<file path="config.mk">
export PLATFORM = sky130hd
export DESIGN_NAME = literal_repeat_rle_encoder_unit
export DESIGN_NICKNAME = d
export VERILOG_FILES = /design/src/rtl/lrrle_pkg.sv /design/src/rtl/lrrle_ram.sv /design/src/rtl/lrrle_out.sv /design/src/rtl/lrrle_ctrl.sv /design/src/rtl/literal_repeat_rle_encoder_unit.sv
export SDC_FILE = /design/constraint.sdc
export NUM_CORES = 1
export LEC_CHECK = 0
export BUFFER_PORTS_ARGS = -buffer_cell sky130_fd_sc_hd__buf_4
export CAP_MARGIN = 5
export CORE_UTILIZATION = 50
export CTS_CLUSTER_DIAMETER = 100
export DETAILED_ROUTE_END_ITERATION = 6
export GPL_ROUTABILITY_DRIVEN = 0
export PLACE_DENSITY = 0.7
export REMOVE_ABC_BUFFERS = 1
export SETUP_SLACK_MARGIN = 0.4
export SLEW_MARGIN = 20
export SYNTH_ARGS = -nofsm -noshare
export SYNTH_HDL_FRONTEND = slang
export SYNTH_SLANG_ARGS = --single-unit
</file>
<file path="constraint.sdc">
create_clock -name clk -period 3.45 [get_ports clk]
set_clock_uncertainty 0.1 [all_clocks]
set_input_delay 0.69 -clock clk [delete_from_list [all_inputs] [get_ports clk]]
set_output_delay 0.69 -clock clk [all_outputs]
set_load 0.005 [all_outputs]
</file>
<file path="src/rtl/lrrle_pkg.sv">
`timescale 1ns / 1ps

package lrrle_pkg;

  // Longest literal run that is held before it is sent.
  localparam int MAX_LITERAL = 32;
  // Longest repeat run that one header can carry.
  localparam int MAX_REPEAT = 99;
  // A literal header carries this base plus the run length.
  localparam int LIT_HDR_BASE = 100;

  localparam int BYTE_W = 8;
  localparam int VALUE_W = 10;
  localparam int KIND_W = 2;
  localparam int RUN_W = 7;
  localparam int LIT_AW = $clog2(MAX_LITERAL);
  localparam int LIT_CW = $clog2(MAX_LITERAL + 1);

  // Group kinds.
  localparam logic [KIND_W-1:0] KIND_REPEAT = 2'd0;
  localparam logic [KIND_W-1:0] KIND_LITERAL = 2'd1;
  localparam logic [KIND_W-1:0] KIND_BYTE = 2'd2;

  // One code group as it leaves the sequencer.
  typedef struct packed {
    logic [VALUE_W-1:0] value;
    logic [KIND_W-1:0]  kind;
    logic               step_done;
    logic               code_end;
  } group_t;

endpackage

</file>
<file path="src/rtl/lrrle_ram.sv">
`timescale 1ns / 1ps

module lrrle_ram #(
  parameter int WIDTH = 8,
  parameter int DEPTH = 32
) (
  input  logic                     clk,
  input  logic                     wr_en,
  input  logic [$clog2(DEPTH)-1:0] wr_addr,
  input  logic [WIDTH-1:0]         wr_data,
  input  logic [$clog2(DEPTH)-1:0] rd_addr,
  output logic [WIDTH-1:0]         rd_data
);

  logic [WIDTH-1:0] mem [DEPTH];

  // One write port and one registered read port.
  always_ff @(posedge clk) begin
    if (wr_en) begin
      mem[wr_addr] <= wr_data;
    end
    rd_data <= mem[rd_addr];
  end

endmodule

</file>
<file path="src/rtl/lrrle_out.sv">
`timescale 1ns / 1ps

module lrrle_out (
  input  logic                  clk,
  input  logic                  rst_n,
  input  logic                  grp_valid,
  input  lrrle_pkg::group_t     grp,
  output logic                  grp_ready,
  output logic                  out_tvalid,
  input  logic                  out_tready,
  output logic [15:0]           out_tdata,   // [9:0] group_value, rest zero
  output logic [2:0]            out_tuser,   // [1:0] group_kind, [2] step_done
  output logic                  out_tlast
);

  logic              valid_r;
  logic              valid_nxt;
  lrrle_pkg::group_t grp_r;

  // The register takes a new group when empty or when its group leaves now.
  assign grp_ready = !valid_r || out_tready;

  always_comb begin
    valid_nxt = valid_r;
    if (grp_ready) begin
      valid_nxt = grp_valid;
    end
  end

  always_ff @(posedge clk) begin
    if (!rst_n) begin
      valid_r <= 1'b0;
    end else begin
      valid_r <= valid_nxt;
    end
  end

  always_ff @(posedge clk) begin
    if (grp_ready && grp_valid) begin
      grp_r <= grp;
    end
  end

  assign out_tvalid = valid_r;
  assign out_tdata  = {{(16 - lrrle_pkg::VALUE_W){1'b0}}, grp_r.value};
  assign out_tuser  = {grp_r.step_done, grp_r.kind};
  assign out_tlast  = grp_r.code_end;

endmodule

</file>
<file path="src/rtl/lrrle_ctrl.sv">
`timescale 1ns / 1ps

module lrrle_ctrl (
  input  logic                           clk,
  input  logic                           rst_n,
  input  logic                           in_tvalid,
  output logic                           in_tready,
  input  logic [lrrle_pkg::BYTE_W-1:0]   in_byte,
  input  logic                           in_last,
  output logic                           grp_valid,
  output lrrle_pkg::group_t              grp,
  input  logic                           grp_ready
);

  localparam logic [2:0] S_IDLE  = 3'd0;
  localparam logic [2:0] S_STEP  = 3'd1;
  localparam logic [2:0] S_LAST  = 3'd2;
  localparam logic [2:0] S_LHDR  = 3'd3;
  localparam logic [2:0] S_LBYTE = 3'd4;
  localparam logic [2:0] S_RHDR  = 3'd5;
  localparam logic [2:0] S_RBYTE = 3'd6;

  localparam int BW = lrrle_pkg::BYTE_W;
  localparam int RW = lrrle_pkg::RUN_W;
  localparam int AW = lrrle_pkg::LIT_AW;
  localparam int CW = lrrle_pkg::LIT_CW;
  localparam int VW = lrrle_pkg::VALUE_W;

  logic [2:0]    state_r, state_nxt;
  logic [BW-1:0] byte_r, byte_nxt;
  logic          last_r, last_nxt;
  logic          flush_r, flush_nxt;
  logic [BW-1:0] held_r, held_nxt;
  logic [RW-1:0] run_r, run_nxt;
  logic [CW-1:0] lit_cnt_r, lit_cnt_nxt;
  logic [AW-1:0] idx_r, idx_nxt;

  logic          wr_en;
  logic [BW-1:0] rd_data;
  logic [CW-1:0] lit_cnt_inc;
  logic [CW-1:0] lit_last_idx;
  logic [2:0]    after_main;
  logic          run_full;

  assign in_tready    = (state_r == S_IDLE);
  assign lit_cnt_inc  = lit_cnt_r + CW'(1);
  assign lit_last_idx = lit_cnt_r - CW'(1);
  assign run_full     = (run_r >= RW'(lrrle_pkg::MAX_REPEAT));
  // Where to go once the byte's own work is done.
  assign after_main   = last_r ? S_LAST : S_IDLE;

  // Literal store: written at the fill count, read ahead at the next index.
  lrrle_ram #(
    .WIDTH (BW),
    .DEPTH (lrrle_pkg::MAX_LITERAL)
  ) u_lit_ram (
    .clk     (clk),
    .wr_en   (wr_en),
    .wr_addr (lit_cnt_r[AW-1:0]),
    .wr_data (held_r),
    .rd_addr (idx_nxt),
    .rd_data (rd_data)
  );

  // Sequencer: decides the step, then sends groups one per cycle while grp_ready is high.
  always_comb begin
    state_nxt   = state_r;
    byte_nxt    = byte_r;
    last_nxt    = last_r;
    flush_nxt   = flush_r;
    held_nxt    = held_r;
    run_nxt     = run_r;
    lit_cnt_nxt = lit_cnt_r;
    idx_nxt     = idx_r;
    wr_en       = 1'b0;
    grp_valid   = 1'b0;
    grp         = '0;

    case (state_r)
      S_IDLE: begin
        if (in_tvalid) begin
          byte_nxt  = in_byte;
          last_nxt  = in_last;
          flush_nxt = 1'b0;
          state_nxt = S_STEP;
        end
      end

      S_STEP: begin
        if (run_r == '0) begin
          // Nothing held yet: this byte starts a run.
          held_nxt  = byte_r;
          run_nxt   = RW'(1);
          state_nxt = after_main;
        end else if (byte_r == held_r) begin
          if (run_r == RW'(1)) begin
            // A repeat run starts, so the pending literal run goes out.
            run_nxt = RW'(2);
            if (lit_cnt_r != '0) begin
              state_nxt = S_LHDR;
            end else begin
              state_nxt = after_main;
            end
          end else if (run_full) begin
            state_nxt = S_RHDR;
          end else begin
            run_nxt   = run_r + RW'(1);
            state_nxt = after_main;
          end
        end else begin
          if (run_r == RW'(1)) begin
            // A single held byte joins the literal run.
            wr_en       = 1'b1;
            lit_cnt_nxt = lit_cnt_inc;
            held_nxt    = byte_r;
            if (lit_cnt_inc == CW'(lrrle_pkg::MAX_LITERAL)) begin
              state_nxt = S_LHDR;
            end else begin
              state_nxt = after_main;
            end
          end else begin
            state_nxt = S_RHDR;
          end
        end
      end

      S_LAST: begin
        // End of message: flush whatever is pending.
        flush_nxt = 1'b1;
        if (run_r == RW'(1)) begin
          wr_en       = 1'b1;
          lit_cnt_nxt = lit_cnt_inc;
          state_nxt   = S_LHDR;
        end else if (lit_cnt_r != '0) begin
          state_nxt = S_LHDR;
        end else begin
          state_nxt = S_RHDR;
        end
      end

      S_LHDR: begin
        grp_valid  = 1'b1;
        grp.value  = VW'(lrrle_pkg::LIT_HDR_BASE) + VW'(lit_cnt_r);
        grp.kind   = lrrle_pkg::KIND_LITERAL;
        if (grp_ready) begin
          state_nxt = S_LBYTE;
        end
      end

      S_LBYTE: begin
        grp_valid = 1'b1;
        grp.value = VW'(rd_data);
        grp.kind  = lrrle_pkg::KIND_BYTE;
        if (CW'(idx_r) == lit_last_idx) begin
          grp.step_done = flush_r ? (run_r == RW'(1)) : !last_r;
          grp.code_end  = flush_r && (run_r == RW'(1));
        end
        if (grp_ready) begin
          if (CW'(idx_r) == lit_last_idx) begin
            idx_nxt     = '0;
            lit_cnt_nxt = '0;
            if (!flush_r) begin
              state_nxt = after_main;
            end else if (run_r != RW'(1)) begin
              state_nxt = S_RHDR;
            end else begin
              held_nxt  = '0;
              run_nxt   = '0;
              state_nxt = S_IDLE;
            end
          end else begin
            idx_nxt = idx_r + AW'(1);
          end
        end
      end

      S_RHDR: begin
        grp_valid = 1'b1;
        grp.value = VW'(run_r);
        grp.kind  = lrrle_pkg::KIND_REPEAT;
        if (grp_ready) begin
          state_nxt = S_RBYTE;
        end
      end

      S_RBYTE: begin
        grp_valid     = 1'b1;
        grp.value     = VW'(held_r);
        grp.kind      = lrrle_pkg::KIND_BYTE;
        grp.step_done = flush_r || !last_r;
        grp.code_end  = flush_r;
        if (grp_ready) begin
          if (flush_r) begin
            held_nxt    = '0;
            run_nxt     = '0;
            lit_cnt_nxt = '0;
            state_nxt   = S_IDLE;
          end else begin
            held_nxt  = byte_r;
            run_nxt   = RW'(1);
            state_nxt = after_main;
          end
        end
      end

      default: begin
        state_nxt = S_IDLE;
      end
    endcase
  end

  always_ff @(posedge clk) begin
    if (!rst_n) begin
      state_r   <= S_IDLE;
      held_r    <= '0;
      run_r     <= '0;
      lit_cnt_r <= '0;
      idx_r     <= '0;
      flush_r   <= 1'b0;
      last_r    <= 1'b0;
    end else begin
      state_r   <= state_nxt;
      held_r    <= held_nxt;
      run_r     <= run_nxt;
      lit_cnt_r <= lit_cnt_nxt;
      idx_r     <= idx_nxt;
      flush_r   <= flush_nxt;
      last_r    <= last_nxt;
    end
  end

  always_ff @(posedge clk) begin
    byte_r <= byte_nxt;
  end

endmodule

</file>
<file path="src/rtl/literal_repeat_rle_encoder_unit.sv">
`timescale 1ns / 1ps

// Run-length encoder with literal runs. Each input transaction carries one
// byte (in_tdata) and in_tlast on the final byte of a message. Results are
// three-digit decimal code groups: a repeat header (2..99) then the byte, or
// a literal header (100 + count, up to 32 bytes) then each byte in order.
// out_tuser carries the group kind and a flag on the last group caused by an
// input byte; out_tlast marks the last group of the message. Literal bytes
// are kept in a 32-entry RAM. An input byte passes through S_IDLE and S_STEP,
// and the final byte of a message also through S_LAST; then its groups go out,
// one per cycle while grp_ready is high, through a single output register;
// the next byte is taken once all groups of the current byte have been
// handed to that register.
module literal_repeat_rle_encoder_unit (
  input  logic        clk,
  input  logic        rst_n,
  input  logic        in_tvalid,
  output logic        in_tready,
  input  logic [7:0]  in_tdata,    // [7:0] data_byte
  input  logic        in_tlast,
  output logic        out_tvalid,
  input  logic        out_tready,
  output logic [15:0] out_tdata,   // [9:0] group_value, rest zero
  output logic [2:0]  out_tuser,   // [1:0] group_kind, [2] step_done
  output logic        out_tlast
);

  logic              grp_valid;
  logic              grp_ready;
  lrrle_pkg::group_t grp;

  // Step sequencer with the literal store.
  lrrle_ctrl u_ctrl (
    .clk       (clk),
    .rst_n     (rst_n),
    .in_tvalid (in_tvalid),
    .in_tready (in_tready),
    .in_byte   (in_tdata),
    .in_last   (in_tlast),
    .grp_valid (grp_valid),
    .grp       (grp),
    .grp_ready (grp_ready)
  );

  // Output register.
  lrrle_out u_out (
    .clk        (clk),
    .rst_n      (rst_n),
    .grp_valid  (grp_valid),
    .grp        (grp),
    .grp_ready  (grp_ready),
    .out_tvalid (out_tvalid),
    .out_tready (out_tready),
    .out_tdata  (out_tdata),
    .out_tuser  (out_tuser),
    .out_tlast  (out_tlast)
  );

endmodule
</file>
==> impl_metrics.yaml <==
run_status:
  status: "completed"
cells_and_area:
  antenna_cells: 0
  design_area_mm2: 0.01638
  fin_nets: 1216
  drive_gt1_share_pct: 19.65
  fin_cells: 1557
  area_growth_pct: 19.53
pwr:
  powerDensity_mw_per_mm2: 556.3
  p_leak_nw: 5.638
  p_total_w: 0.009115
  vdd_ir_drop_max_uv: 531.7
worst_setup_path:
  startpoint_type: "flip-flop"
  r2r-end: "u_ctrl.u_lit_ram.rd_data[2]"
  path_delay_family: "simple AND/OR/NAND/NOR gates"
  critPathKind: "reg2reg"
  path_buf_inv: 3
  worstReg2RegStart: "u_ctrl.lit_cnt_r[2]"
  worstPathArrival_ns: 3.34
  crit_chain: "or3_4 > or4_4 > o2111ai_4 > o31ai_4 > buf_4 > bufbuf_16 > o31ai_1 > o21ai_1 > nand4_1 > a21boi_1 > buf_4 > nand3_1"
  cp.required_ns: 3.76
  critPathCaptureType: "flip-flop"
  max_stage_delay_ns: 0.45
  cpMaxStageDelayCell: "or4_4"
  ff2ff_path_depth: 12
  crit_path_max_fanout: 13
  rrSetupSlack_ns: 0.42
  crit_path_frequent_cell: "buf_4"
synth:
  synthTopCellsByCount: "edfxtp_1, nand2_1, nor2_1, a21oi_1, mux2i_1"
  synthArstFlopShare_pct: 0
  ys_seq_elements: 316
  postSynthCellCount: 1087
  yosysTopAreaCellShare_pct: 60.47
  syn_area_mm2: 0.01371
  synthTopCellsByArea: "edfxtp_1, dfxtp_1, mux2i_1"
  synth_top_cell_by_area: "edfxtp_1"
  dominantRegCellSynth: "edfxtp_1"
  syn_avg_cell_area_um2: 12.61
  synth_edf_count: 276
  ys_types: 75
  yosysWarnings: 0
  yosysMostFrequentCell: "edfxtp_1"
  yosysSeqAreaShare_pct: 66.31
die:
  io_pins: 35
  start_util_pct: 50.86
  fp.dieW_um: 167.6
  core_region_area_mm2: 0.02695
  die-area_mm2: 0.02808
  fp.dieH_um: 167.6
  core.rowCount: 60
clocking:
  cts-root-buf: "clkbuf_16"
  tritoncts: "built"
  clock_sinks: 316
  clockBufferDepth: 3
  cts_max_level: 2
  cts-buffers-inserted: 34
  clock_latency_ns: 0.52
  clkTransAtPathRegs_ns: 0.06
global_routing:
  antenna_found_initial: 0
  grt_pass1_vias: 9322
  grt_remaining_overflow: 0
  grt_pass1_wl_um: 54670
  grt_start_max_net_pins: 35
  grt_usage_pct: 26.13
place:
  dp_hpwl_um: 22460
  port_buffers: 26
  place_area_mm2: 0.01472
  pre_cts_ws_ns: 0.1407
  dp_cells: 1477
sta:
  hold_violations: 0
  slew_headroom_pct: 32.11
  setup_viol: 0
  worstMarginPinSlew_ns: 1.015
  setup_slack_ns: 0.4167
  period_minus_slack_ns: 3.033
  slew_violations: 0
  rsz0062_at_grt: "yes"
  finalCritPeriodShare_pct: 87.92
  fmax_mhz: 329.7
drt:
  drc: 0
  routed-via-count: 9682
  first_pass_iters: 6
  ant_nets: 0
  viasPerCell: 6.218
  drt-total-wl_um: 36370
  drtIter0Drc: 1139
  routedWlPerCell_um: 23.36
min_path:
  hold_path.class: "in2reg"
  min_path_cells: 1
  min_to: "u_ctrl.byte_r[4]"
  worstHoldStart: "in_tdata[4]"
job:
  maxCapViolations: 0
==> worst reg2reg max path: cells and delay by family (launching register included) <==
| kind | cells | cell delay (ns) |
|---|---|---|
| AND/OR/NAND/NOR | 4 | 1.05 |
| AO/OA/AOI/OAI | 5 | 0.86 |
| buffers and inverters | 3 | 0.59 |
| flip-flops | 1 | 0.33 |
==> where the power goes <==
group	switching (W)	internal, W
sequential	0.0000549	0.00434
combinational	0.000688	0.000326
clock	0.00145	0.00225
total	0.00220	0.00692
==> state kept, by name, summed over array words and instances (netlist names), 3 cells and up <==
register                  count
u_ctrl.state_r                3
u_out.out_tuser               3
u_ctrl.u_lit_ram.rd_data      8
u_ctrl.run_r                  7
u_ctrl.held_r                 8
u_ctrl.lit_cnt_r              6
u_ctrl.idx_r                  5
u_ctrl.byte_r                 8
u_ctrl.u_lit_ram.mem        256
u_out.out_tdata               8
==> what timing repair did <==
item	CTS	global route
resized for setup	17	53
setup buffers	5	10
hold endpoints to repair	0	0
hold buffers	0	0
endpoints found under the setup margin	14	21
pin swaps	7	14
gates cloned	4	1
==> metal layers <==
metal,global-route usage [%],part of all wire (%),vias to the layer above,wire length (um)
met5,0,0,-,0
met4,10.13,3.5,0,1281
met3,5.412,8.9,87,3233
met2,42.07,47,482,17120
met1,34.88,41,4793,14730
li1,-,-,4320,-
==> cells by family after synthesis <==
family	synth area share [%]
multiplexers	3.587
AND/OR/NAND/NOR	11.26
flip-flops	66.31
AO/OA/AOI/OAI	13.14
XOR/XNOR	1.387
buffers and inverters	3.277
adder cells (fa/ha/maj)	1.004
other	0.02736
==> through the flow <==
| step | utilization, % | hold WS (ns) | TNS (ns) |
|---|---|---|---|
| finish | 60.79 | 0.2460 | 0 |
| detailed placement | 54.61 | 0.4484 | 0 |
| global placement | 54.61 | 0.4366 | 0 |
| global route | 60.79 | 0.2292 | 0 |
| floorplan | - | 0.4004 | -17.88 |
| CTS | 59.68 | 0.2351 | 0 |
==> layout by cell type, fill, tap and decap left out, drive strengths merged, types with 9 or more instances in the layout <==
cell type and count:
nor3 18, ha 11, a32oi 11, a21boi 13, dfxtp 40, clkinv 13, a211o 10, nand2b 14
xor2 13, o22ai 21, a31oi 16, a221oi 15, edfxtp 276, mux2i 48, a21oi 49, clkbuf 43
nand2 120, nand3 39, o31ai 18, nand4 16, inv 20, buf 129, o21ai 47, o2111ai 9
nor2 100
==> area by class of cell <==
cell class	instances	area [um^2]
Multi-Input combinational cell	688	4464
Tap cell	341	426.7
Clock inverter	18	211.5
Timing Repair Buffer	132	1204
Fill cell	2064	10570
Inverter	20	75.07
Clock buffer	42	912.1
Sequential cell	316	9090
==> how the worst max path moves through the flow <==
stage | from | end | depth (start not counted)
floorplan | u_ctrl.state_r[2] | u_ctrl.u_lit_ram.rd_data[0] | 7
global placement | out_tready | u_ctrl.u_lit_ram.rd_data[5] | 11
detailed placement | u_ctrl.lit_cnt_r[3] | u_ctrl.u_lit_ram.rd_data[0] | 10
CTS | u_ctrl.lit_cnt_r[2] | u_ctrl.u_lit_ram.rd_data[0] | 10
global route | u_ctrl.lit_cnt_r[0] | u_ctrl.u_lit_ram.rd_data[2] | 14
finish | u_ctrl.lit_cnt_r[2] | u_ctrl.u_lit_ram.rd_data[2] | 12
(Power assumes the default switching activity.)
